## src/rtl/wcls_pkg.sv

```systemverilog
// Package for the word count and line substring match block.
// Holds the result entry type, register indexes, report kinds and the delimiter test.
// No dependencies.
package wcls_pkg;

   // Default sizes handed to the top level parameters.
   localparam int DEFAULT_MAX_PATTERN_BYTES = 16;
   localparam int DEFAULT_COUNT_WIDTH       = 32;

   // Configuration register indexes.
   localparam logic [1:0] CSR_PATTERN_FIRST  = 2'd0;
   localparam logic [1:0] CSR_PATTERN_LAST   = 2'd1;
   localparam logic [1:0] CSR_PATTERN_LENGTH = 2'd2;

   // Report kinds.
   localparam logic REPORT_LINE  = 1'b0;
   localparam logic REPORT_COUNT = 1'b1;

   // Token length saturates here.
   localparam logic [4:0] TOKEN_LEN_MAX = 5'd31;

   // Characters that split tokens.
   localparam logic [7:0] CH_SPACE    = 8'h20;
   localparam logic [7:0] CH_DOT      = 8'h2E;
   localparam logic [7:0] CH_COMMA    = 8'h2C;
   localparam logic [7:0] CH_APOS     = 8'h27;
   localparam logic [7:0] CH_QUOTE    = 8'h22;
   localparam logic [7:0] CH_COLON    = 8'h3A;
   localparam logic [7:0] CH_SEMI     = 8'h3B;
   localparam logic [7:0] CH_QUESTION = 8'h3F;
   localparam logic [7:0] CH_BANG     = 8'h21;
   localparam logic [7:0] CH_NEWLINE  = 8'h0A;

   // One result as it waits in the output slots.
   typedef struct packed {
      logic        kind;
      logic [31:0] line;
      logic [31:0] count;
      logic        last;
   } rsp_entry_type;

   // True for every byte that ends a token.
   function automatic logic is_delimiter(input logic [7:0] b);
      logic d;
      case (b) inside
         CH_SPACE, CH_DOT, CH_COMMA, CH_APOS, CH_QUOTE,
         CH_COLON, CH_SEMI, CH_QUESTION, CH_BANG, CH_NEWLINE: d = 1'b1;
         default: d = 1'b0;
      endcase
      return d;
   endfunction

endpackage

```

## src/rtl/word_count_and_line_substring_match.sv

```systemverilog
// A byte taken on req is held in the input stage; its results are registered into the output slots.
// Throughput: one byte per cycle while its results fit; results leave one per cycle while
// rsp_ready is high, in order from two output slots; a byte whose results do not fit stalls.
// Reset (synchronous, active high) restores the pattern registers to their reset values,
// empties the input stage and output slots and starts a new file at line 1.
// Depends on wcls_pkg.
module word_count_and_line_substring_match
   import wcls_pkg::*;
#(
   parameter int MAX_PATTERN_BYTES = DEFAULT_MAX_PATTERN_BYTES,
   parameter int COUNT_WIDTH       = DEFAULT_COUNT_WIDTH
) (
   input  logic        clock,
   input  logic        reset,
   // Byte input
   input  logic        req_valid,
   output logic        req_ready,
   input  logic [7:0]  req_data_byte,
   input  logic        req_end_of_file,
   // Results
   output logic        rsp_valid,
   input  logic        rsp_ready,
   output logic        rsp_report_kind,
   output logic [31:0] rsp_line_number,
   output logic [31:0] rsp_word_count,
   output logic        rsp_last_of_run,
   // Configuration writes
   input  logic        csr_valid,
   output logic        csr_ready,
   input  logic [1:0]  csr_index,
   input  logic [63:0] csr_data
);

   localparam int LEN_W = $clog2(MAX_PATTERN_BYTES + 1);
   localparam int WIN_W = 8 * MAX_PATTERN_BYTES;
   localparam logic [LEN_W-1:0] LEN_MAX = LEN_W'(MAX_PATTERN_BYTES);
   localparam logic [COUNT_WIDTH-1:0] COUNT_MAX = '1;

   // Configuration registers and the pattern aligned to the window.
   logic [63:0]        pat_lo_ff, pat_hi_ff;
   logic [4:0]         pat_len_ff;
   logic [LEN_W-1:0]   eff_len;
   logic [127:0]       pat_all;
   logic [LEN_W-1:0]   shift_bytes;
   logic [WIN_W-1:0]   align_ff, align_in;
   logic [MAX_PATTERN_BYTES-1:0] mask_ff, mask_in;

   // Input stage.
   logic               s1_valid_ff;
   logic [7:0]         s1_byte_ff;
   logic               s1_eof_ff;

   // File state.
   logic [7:0]         recent_ff [MAX_PATTERN_BYTES];
   logic [LEN_W-1:0]   bil_ff, bil_in;
   logic [4:0]         tl_ff, tl_in;
   logic               teq_ff, teq_in;
   logic               lhp_ff, lhp_in;
   logic [COUNT_WIDTH-1:0] line_ff, line_in;
   logic [COUNT_WIDTH-1:0] words_ff, words_in;

   // Processing signals.
   logic               delim, newline, line_end;
   logic [7:0]         tok_pat;
   logic [4:0]         tl_step;
   logic               teq_step;
   logic [4:0]         tl_done;
   logic               teq_done;
   logic               token_hit;
   logic [COUNT_WIDTH-1:0] words_after;
   logic [LEN_W-1:0]   bil_step;
   logic [WIN_W-1:0]   rev_win;
   logic               win_equal;
   logic               lhp_after;
   logic               has_line;
   logic [1:0]         n_res;
   rsp_entry_type      line_res, count_res, r0, r1;

   // Output slots.
   rsp_entry_type      q0_ff, q1_ff, q0_in, q1_in;
   logic [1:0]         q_count_ff, q_count_in;
   logic [1:0]         keep_cnt;
   logic               pop;
   logic               advance;

   // Configuration write port is always ready.
   assign csr_ready = 1'b1;

   always_ff @(posedge clock) begin
      if (reset) begin
         pat_lo_ff  <= '0;
         pat_hi_ff  <= '0;
         pat_len_ff <= 5'd1;
      end else if (csr_valid) begin
         unique case (csr_index)
            CSR_PATTERN_FIRST:  pat_lo_ff  <= csr_data;
            CSR_PATTERN_LAST:   pat_hi_ff  <= csr_data;
            CSR_PATTERN_LENGTH: pat_len_ff <= csr_data[4:0];
            default: ;
         endcase
      end
   end

   // Effective length: zero acts as one, anything above the window acts as the window.
   always_comb begin
      if (pat_len_ff == 5'd0) begin
         eff_len = LEN_W'(1);
      end else if (pat_len_ff > 5'(MAX_PATTERN_BYTES)) begin
         eff_len = LEN_MAX;
      end else begin
         eff_len = pat_len_ff[LEN_W-1:0];
      end
   end

   assign pat_all = {pat_hi_ff, pat_lo_ff};

   // Pattern moved to the top of the window, with a mask over the compared bytes.
   // It is registered from the pattern registers every cycle, so it follows a configuration write.
   always_comb begin
      shift_bytes = LEN_MAX - eff_len;
      align_in    = pat_all[WIN_W-1:0] << {shift_bytes, 3'b000};
      for (int k = 0; k < MAX_PATTERN_BYTES; k++) begin
         mask_in[k] = (LEN_W'(k) >= shift_bytes);
      end
   end

   always_ff @(posedge clock) begin
      align_ff <= align_in;
      mask_ff  <= mask_in;
   end

   // Output slot bookkeeping and the input stage handshake.
   assign pop       = (q_count_ff != 2'd0) && rsp_ready;
   assign keep_cnt  = q_count_ff - {1'b0, pop};
   assign advance   = s1_valid_ff && ((3'({1'b0, keep_cnt}) + 3'(n_res)) <= 3'd2);
   assign req_ready = !s1_valid_ff || advance;

   always_ff @(posedge clock) begin
      if (reset) begin
         s1_valid_ff <= 1'b0;
      end else if (req_ready) begin
         s1_valid_ff <= req_valid;
      end
   end

   always_ff @(posedge clock) begin
      if (req_ready && req_valid) begin
         s1_byte_ff <= req_data_byte;
         s1_eof_ff  <= req_end_of_file;
      end
   end

   // Token tracking: whole-word comparison against the pattern.
   always_comb begin
      delim    = is_delimiter(s1_byte_ff);
      newline  = (s1_byte_ff == CH_NEWLINE);
      line_end = newline || s1_eof_ff;
      tok_pat  = pat_all[{tl_ff[3:0], 3'b000} +: 8];
      teq_step = teq_ff && !((tl_ff >= 5'(eff_len)) || (s1_byte_ff != tok_pat));
      tl_step  = (tl_ff < TOKEN_LEN_MAX) ? tl_ff + 5'd1 : tl_ff;
      // A delimiter closes the old token; end of file closes the one that includes this byte.
      tl_done  = delim ? tl_ff : tl_step;
      teq_done = delim ? teq_ff : teq_step;
      token_hit = (delim || s1_eof_ff) && (tl_done != 5'd0) && teq_done &&
                  (tl_done == 5'(eff_len));
      words_after = (token_hit && (words_ff != COUNT_MAX)) ? words_ff + 1'b1 : words_ff;
   end

   // Substring window: newest byte first, compared oldest first against the pattern.
   always_comb begin
      bil_step = (bil_ff < LEN_MAX) ? bil_ff + 1'b1 : bil_ff;
      for (int k = 0; k < MAX_PATTERN_BYTES - 1; k++) begin
         rev_win[8*k +: 8] = recent_ff[MAX_PATTERN_BYTES - 2 - k];
      end
      rev_win[WIN_W-8 +: 8] = s1_byte_ff;
      win_equal = 1'b1;
      for (int k = 0; k < MAX_PATTERN_BYTES; k++) begin
         if (mask_ff[k] && (rev_win[8*k +: 8] != align_ff[8*k +: 8])) begin
            win_equal = 1'b0;
         end
      end
      lhp_after = lhp_ff || ((bil_step >= eff_len) && win_equal);
      has_line  = line_end && lhp_after;
   end

   // Results caused by this byte.
   always_comb begin
      line_res.kind   = REPORT_LINE;
      line_res.line   = 32'(line_ff);
      line_res.count  = '0;
      line_res.last   = !s1_eof_ff;
      count_res.kind  = REPORT_COUNT;
      count_res.line  = '0;
      count_res.count = 32'(words_after);
      count_res.last  = 1'b1;
      r0    = has_line ? line_res : count_res;
      r1    = count_res;
      n_res = 2'({1'b0, has_line}) + 2'({1'b0, s1_eof_ff});
   end

   // Next file state; end of file returns it all to the start of a new file.
   always_comb begin
      if (s1_eof_ff) begin
         tl_in    = '0;
         teq_in   = 1'b1;
         lhp_in   = 1'b0;
         bil_in   = '0;
         line_in  = COUNT_WIDTH'(1);
         words_in = '0;
      end else begin
         tl_in    = delim ? 5'd0 : tl_step;
         teq_in   = delim ? 1'b1 : teq_step;
         lhp_in   = newline ? 1'b0 : lhp_after;
         bil_in   = newline ? '0 : bil_step;
         line_in  = (newline && (line_ff != COUNT_MAX)) ? line_ff + 1'b1 : line_ff;
         words_in = words_after;
      end
   end

   always_ff @(posedge clock) begin
      if (reset) begin
         tl_ff    <= '0;
         teq_ff   <= 1'b1;
         lhp_ff   <= 1'b0;
         bil_ff   <= '0;
         line_ff  <= COUNT_WIDTH'(1);
         words_ff <= '0;
      end else if (advance) begin
         tl_ff    <= tl_in;
         teq_ff   <= teq_in;
         lhp_ff   <= lhp_in;
         bil_ff   <= bil_in;
         line_ff  <= line_in;
         words_ff <= words_in;
      end
   end

   // Window bytes older than the line's byte count are never compared, so they need no clear.
   always_ff @(posedge clock) begin
      if (advance) begin
         recent_ff[0] <= s1_byte_ff;
         for (int j = 1; j < MAX_PATTERN_BYTES; j++) begin
            recent_ff[j] <= recent_ff[j-1];
         end
      end
   end

   // Output slots: the head drains first, new results append behind what is kept.
   always_comb begin
      q0_in      = pop ? q1_ff : q0_ff;
      q1_in      = q1_ff;
      q_count_in = keep_cnt;
      if (advance) begin
         q_count_in = keep_cnt + n_res;
         if (keep_cnt == 2'd0) begin
            q0_in = r0;
            q1_in = r1;
         end else if (keep_cnt == 2'd1) begin
            q1_in = r0;
         end
      end
   end

   always_ff @(posedge clock) begin
      if (reset) begin
         q_count_ff <= '0;
      end else begin
         q_count_ff <= q_count_in;
      end
   end

   always_ff @(posedge clock) begin
      q0_ff <= q0_in;
      q1_ff <= q1_in;
   end

   assign rsp_valid       = (q_count_ff != 2'd0);
   assign rsp_report_kind = q0_ff.kind;
   assign rsp_line_number = q0_ff.line;
   assign rsp_word_count  = q0_ff.count;
   assign rsp_last_of_run = q0_ff.last;

`ifndef NO_ASSERTIONS
   // The two output slots are never overfilled.
   a_slots_bounded: assert property (@(posedge clock) disable iff (reset)
      q_count_ff <= 2'd2)
      else $error("output slot count above two");

   // A final count is always the last result of its byte.
   a_count_is_last: assert property (@(posedge clock) disable iff (reset)
      (rsp_valid && (rsp_report_kind == REPORT_COUNT)) |-> rsp_last_of_run)
      else $error("final count not marked last");

   // End of file restarts the line numbering and the word count.
   a_eof_restart: assert property (@(posedge clock) disable iff (reset)
      (advance && s1_eof_ff) |=> ((line_ff == COUNT_WIDTH'(1)) && (words_ff == '0)))
      else $error("state not cleared after end of file");

   // The input only stalls behind a held byte.
   a_stall_has_item: assert property (@(posedge clock) disable iff (reset)
      !req_ready |-> s1_valid_ff)
      else $error("input stalled with empty stage");

   // A processed byte always leaves its results in the slots.
   a_results_land: assert property (@(posedge clock) disable iff (reset)
      (advance && (n_res != 2'd0)) |=> (q_count_ff != 2'd0))
      else $error("results of a byte were lost");
`endif

endmodule
```

## config.mk

```make
export PLATFORM = sky130hd
export DESIGN_NAME = word_count_and_line_substring_match
export DESIGN_NICKNAME = d
export VERILOG_FILES = /design/src/rtl/wcls_pkg.sv /design/src/rtl/word_count_and_line_substring_match.sv
export SDC_FILE = /design/constraint.sdc
export NUM_CORES = 1
export LEC_CHECK = 0
export BUFFER_PORTS_ARGS = -buffer_cell sky130_fd_sc_hd__buf_2
export CAP_MARGIN = 30
export CORE_ASPECT_RATIO = 1.25
export CORE_MARGIN = 2
export CORE_UTILIZATION = 40
export CTS_CLUSTER_DIAMETER = 80
export CTS_CLUSTER_SIZE = 24
export DETAILED_ROUTE_END_ITERATION = 10
export GPL_ROUTABILITY_DRIVEN = 0
export MAX_ROUTING_LAYER = met4
export PLACE_DENSITY = 0.67
export SYNTH_ARGS = -nofsm -noshare
export SYNTH_HDL_FRONTEND = slang
export SYNTH_SLANG_ARGS = --single-unit
```

## constraint.sdc

```tcl
create_clock -name clock -period 7.9 [get_ports clock]
set_input_delay 1.58 -clock clock [delete_from_list [all_inputs] [get_ports clock]]
set_output_delay 1.58 -clock clock [all_outputs]
set_load 0.01 [all_outputs]
```

# --- Yosys cells after proc, flatten, opt, wreduce, memory -nomap -nowiden ---
# Memories as Yosys holds them, arrays and structs flattened.
# Cells that the tools add are included.
op_classes:
  n_reduce_logical: 48
  mux: 44
  multipliers: 0
  n_addsub: 9
  n_eq_ne: 33
  n_div: 0
  n_bitwise: 0
  n_lt_le_gt_ge: 22
  n_shift: 2
op_table:
  columns: ["op", "count"]
  rows:
  - ["$mux W66", 5]
  - ["$ne A8 B8 Y1", 17]
  - ["$mux W32", 4]
  - ["$shiftx A128 B8 Y8", 1]
  - ["$shl A128 B8 Y128", 1]
  - ["$eq A8 B6 Y1 const B", 9]
  - ["$add A32 B1 Y32 const B", 2]
  - ["$ne A32 B32 Y1 const B", 2]
  - ["$mux W5", 9]
  - ["$ge A4 B5 Y1 const A", 8]
  - ["$mux W33", 1]
  - ["$logic_and A1 B1 Y1", 27]
  - ["$mux W1", 24]
  - ["$ge A3 B5 Y1 const A", 4]
  - ["$add A5 B1 Y5 const B", 2]
  - ["$ge A1 B5 Y1 const A", 2]
  - ["$ge A2 B5 Y1 const A", 2]
  - ["$ge A5 B5 Y1", 2]
  - ["$lt A5 B5 Y1 const B", 2]
  - ["$reduce_and A2 Y1", 5]
  - ["$reduce_or A10 Y1", 1]
  - ["$eq A8 B4 Y1 const B", 1]
  - ["$reduce_bool A2 Y1", 3]
  - ["$eq A5 B5 Y1", 1]
  - ["other kinds (15)", 23]
word_totals:
  mem_bits_rw: 128
  mem_count: 1
  regBits: 497
  latch_bits: 0
  input_bits: 80
  elab_cells: 182
  rom_bits: 0
mem_list:
  columns: ["memory", "words", "width", "rd", "rd_ports_with_merged_regs", "write_ports", "line_no", "source"]
  rows:
  - ["recent_ff", 16, 8, 15, 0, 16, "word_count_and_line_substring_match.sv:54", "logic [7:0] recent_ff [MAX_PATTERN_BYTES];"]

# --- Longest topological paths before layout ---
# An unclocked memory read counts as a cell.
logic_depth:
  word_depth: 28
  depth_mapped: 30

# --- Worst setup path before layout ---
# OpenSTA, ideal clock, no wires.
synth_timing:
  path_kind: "reg2reg"
  start: "register pat_len_ff[3]"
  end: "register words_ff[16]"
  stages_incl_launch_ff: 26
  slack_ns: -0.827
  t_arrival_ns: 8.398
  synth_period_minus_slack_ns: 8.727
  setup_time_ns: 0.329
  required_ns: 7.571
  cell_sequence: "dfxtp_1 clkbuf_1 nor3_1 nor2_1 nor2_1 clkbuf_1 clkbuf_1 ha_1 nand2b_1 a21o_1 a21o_1 a21o_1 a21o_1 a21o_1 nand2_1 inv_1 clkbuf_1 ha_1 ha_1 fa_1 a21oi_1 nand2_1 clkbuf_1 inv_1 clkbuf_1 o311ai_0"
synth_between:
  elab_cells_between_ends: 23
  classes_between: "2 x add/sub; 4 x order compare; 1 x eq/ne; 5 x mux; 11 x reduce/logical"
synth_lines:
  columns: ["item", "line_no", "source"]
  rows:
  - ["from (decl)", "word_count_and_line_substring_match.sv:41", "logic [4:0] pat_len_ff;"]
  - ["from (signal assigned)", "word_count_and_line_substring_match.sv:98", "CSR_PATTERN_LENGTH: pat_len_ff <= csr_data[4:0];"]
  - ["$gt A5 B5 Y1", "word_count_and_line_substring_match.sv:108", "end else if (pat_len_ff > 5'(MAX_PATTERN_BYTES)) begin"]
  - ["$mux W5", "word_count_and_line_substring_match.sv:108", null]
  - ["$mux W5 (*)", "word_count_and_line_substring_match.sv:106", "if (pat_len_ff == 5'd0) begin"]
  - ["$ge A5 B5 Y1 (*)", "word_count_and_line_substring_match.sv:182", "lhp_after = lhp_ff || ((bil_step >= eff_len) && win_equal);"]
  - ["$logic_and A1 B1 Y1 (*)", "word_count_and_line_substring_match.sv:182", null]
  - ["$logic_or A1 B1 Y1 (*)", "word_count_and_line_substring_match.sv:182", null]
  - ["$logic_and A1 B1 Y1 (*)", "word_count_and_line_substring_match.sv:183", "has_line = line_end && lhp_after;"]
  - ["$add A1 B1 Y2 (*)", "word_count_and_line_substring_match.sv:198", "n_res = 2'({1'b0, has_line}) + 2'({1'b0, s1_eof_ff});"]
  - ["$add A2 B2 Y3 (*)", "word_count_and_line_substring_match.sv:135", "assign advance = s1_valid_ff && ((3'({1'b0, keep_cnt}) + 3'(n_res)) <= 3'd2);"]
  - ["$le A3 B2 Y1 (*)", "word_count_and_line_substring_match.sv:135", null]
  - ["$logic_and A1 B1 Y1 (*)", "word_count_and_line_substring_match.sv:135", null]
  - ["via advance", "word_count_and_line_substring_match.sv:84", "logic advance;"]
  - ["to (signal assigned)", "word_count_and_line_substring_match.sv:234", "words_ff <= words_in;"]
  - ["to (decl)", "word_count_and_line_substring_match.sv:60", "logic [COUNT_WIDTH-1:0] words_ff, words_in;"]
# Mark *: on every way through the listed nets, which the timed path passes. The rest lies on a longest branch.
# A chain may end at the register's enable or synchronous reset.

==> results.cfg <==
[setup_path]
worstReg2RegEnd = rsp_line_number[21]$_DFF_P_
slowest_delay_ns = 0.56
critPathKind = reg -> out
critPathRequiredTime_ns = 6.32
cp-start-kind = register
cp_top_family = simple AND/OR/NAND/NOR gates
crit_chain = xnor2_1 -> nand4_1 -> o21ai_0 -> nand4_1 -> nor4_1 -> buf_2 -> a21o_1 -> nand2_4 -> inv_1 -> buf_4 -> ha_1 -> ha_1 -> fa_1 -> a21oi_1 -> nand2b_1 -> buf_2
end_kind = output port
regToRegSetupSlack_ns = 1.30
crit_arrival_ns = 5.34
timing.rr.start = recent_ff[0][11]$_DFFE_PP_
crit_fanout = 39
critPathSlowestCell = o21ai_0
critPathLaunch = recent_ff[0][11]$_DFFE_PP_
critPathBufInv = 4
ff2ff_path_depth = 20

[yosys]
synth-edff-count = 195
synth.distinct_cells = 80
synth_area_sq_um = 30300
synthXorXnorAreaFrac_pct = 4.95
syn_nets = 3301
synth_compound_area_share_pct = 11.9
synth_top_family_by_area = simple AND/OR/NAND/NOR gates
synthTopCellsByCount = 505 x nand2_1, 422 x dfxtp_1, 254 x mux2i_1
synth-simple-area-share_pct = 18.9
synthMostInstantiatedCell = nand2_1
ys_warn_count = 0
synth_top_cell_by_area = dfxtp_1
syn_area_per_cell_sq_um = 9.46
synth-main-ff-cell = dfxtp_1
ys_ff_latch = 617
netlist.area_leader.share_pct = 27.9
ys_seq_area_share_pct = 47.3
ys_top_cells_by_area = dfxtp_1 28%, edfxtp_1 19%, mux2i_1 8.4%
synth_fa_ha_area_share_pct = 0.976
async_flop_share_pct = 0
syn_inst = 3198
muxShareOfSynthArea_pct = 12.2

[layout]
multiInputGateArea_sq_um = 14900
final_layout_size_suffix_gt1_share_pct = 10.3
final-seq-area_sq_um = 14300
finalNetCount = 3274
area_growth_pct = 8.33
fillers = 7327

[floorplanning]
rows = 112
die_w_um = 250
die_h_um = 312
core_sq_um = 74800
ioPinCount = 149
die-area_sq_um = 77900
start_util_pct = 40.4

[status]
status = complete, no violations

[placed_design]
place_hpwl_mm = 65.3
port_buffers = 147
dpl_worst_slack_ns = 1.23

[sta]
clock_skew_ns = 0.0541
hold_viol = 0
finalWorstSetupSlack_ns = 0.976
slew_headroom_pct = 32.1
min_period_ns = 6.92
fmax_ghz = 0.144
min_period_over_period_pct = 87.6
tns_ns = 0
rsz0062_at_grt = no
final_max_slew_viol_count = 0
worstMarginPinSlew_ns = 1.01
setup_viol = 0

[global_routing]
grt_antenna_before_repair = 7
grt_pass1_wl_mm = 140
grt_util_all_layers_pct = 23.7
grt_pass1_vias = 22900
grt_overflow_total = 0
grt_max_degree = 155

[worst_hold_path]
min_delay_worst_endpoint = recent_ff[0][23]$_DFFE_PP_
hold_start = recent_ff[0][15]$_DFFE_PP_
worst_hold_path_type = reg -> reg
hold_depth = 0

[cts]
postCtsSetupBuffers = 0
clock_latency_ns = 0.59
ctsHoldBuffers = 0
cts_max_level = 2
clkSlewWorstSetupHoldPaths_ns = 0.09
clk_path_buf_depth = 3
clock-sinks = 617
post_cts_resized = 0
root_buffer = clkbuf_16
cts_inserted_buffers = 34
cts_tree = done

[power_and_ir_drop]
peakVddDrop_v = 0.000227
p_per_area_nw_per_um2 = 246
leakage_uw = 0.0108

[route]
drt_pass1_iterations = 5
wl_per_cell_um = 22.2
via_count = 24300
vias_per_cell = 5.82
wl_mm = 92.6
ant_nets = 0
drt_iter0_drc = 2408
remaining_drc_errors = 0

[job]
drv_cap = 0
cell type report:
type | count | share of cell area [%]
clock buffers | 51 | 2.85
clock inverters | 10 | 0.332
repair buffers | 192 | 3.44
multi-input cells | 2288 | 45.5
well taps | 969 | 3.70
inverters | 38 | 0.462
diodes | 10 | 0.0763
flip-flops and latches | 617 | 43.6
registers in the layout (all words and copies together), names as in the netlist, 2 cells and up:
name	count
pat_lo_ff	64
mask_ff	16
pat_len_ff	5
rsp_line_number	32
pat_hi_ff	64
q1_ff	66
q_count_ff	2
line_ff	32
align_ff	128
tl_ff	5
s1_byte_ff	8
recent_ff	120
words_ff	32
bil_ff	5
rsp_word_count	32
layout by cell type (no fill, tap or decap), types with 25 or more instances in the layout:
cell / Yosys / routed
clkbuf_16: 0 / 35
nand2b_1: 34 / 34
o21ai_0: 58 / 57
and2_1: 38 / 37
buf_2: 14 / 147
dfxtp_1: 422 / 421
nand3_1: 107 / 107
a211oi_1: 38 / 38
buf_4: 4 / 40
o22ai_1: 40 / 40
mux2i_1: 254 / 254
nand2_1: 505 / 503
nor2_1: 242 / 239
edfxtp_1: 195 / 195
a21oi_1: 238 / 237
or3_1: 25 / 25
xnor2_1: 145 / 144
nor3_1: 53 / 52
xor2_1: 26 / 25
and3_1: 75 / 75
mux4_2: 50 / 50
nand4_1: 68 / 68
inv_1: 35 / 34
a31oi_1: 26 / 25
logic make-up after synthesis:
group	Yosys count
simple gates	1222
flops	617
compound gates	566
mux	305
buf+inv	293
xor+xnor	171
fa+ha+maj	23
other cells	1
routing by layer:
layer | vias to the layer above | GRT usage [%] | routed length (um)
met5 | - | - | 0
met4 | 0 | 12.3 | 5570
met3 | 186 | 3.00 | 5770
met2 | 856 | 39.0 | 44400
met1 | 11800 | 28.4 | 36800
li1 | 11400 | - | -
power breakdown:
group	internal, uW	switching, uW	total [uW]
clock	858	1110	1970
combinational	699	1210	1910
sequential	3880	310	4190
per-stage QoR:
stage | utilization, % | total power (uW) | hold slack [ns] | std cells | cell area [sq um]
after global routing | 43.8 | 8390 | 0.469 | 4171 | 32800
after floorplan | - | 5420 | 0.421 | 3198 | 30300
final | 43.8 | 8060 | 0.461 | 4175 | 32800
after global placement | 42.3 | 6110 | 0.452 | 4101 | 31700
after CTS | 43.8 | 8090 | 0.465 | 4165 | 32800
after detailed placement | 42.4 | 6160 | 0.456 | 4104 | 31700
how the worst max path moves through the flow:
stage / endpoint / cells past startpoint / slack (ns)
2_1_floorplan: q1_ff[0]$_SDFFCE_PP1P_ / 24 / 0.98
3_3_place_gp: rsp_line_number[16]$_DFF_P_ / 19 / 0.79
3_5_place_dp: rsp_line_number[29]$_DFF_P_ / 20 / 1.23
4_1_cts: req_ready / 16 / 0.87
5_1_grt: req_ready / 16 / 0.59
6_report: req_ready / 16 / 0.98
No activity file was read; power rests on OpenSTA's default activity.
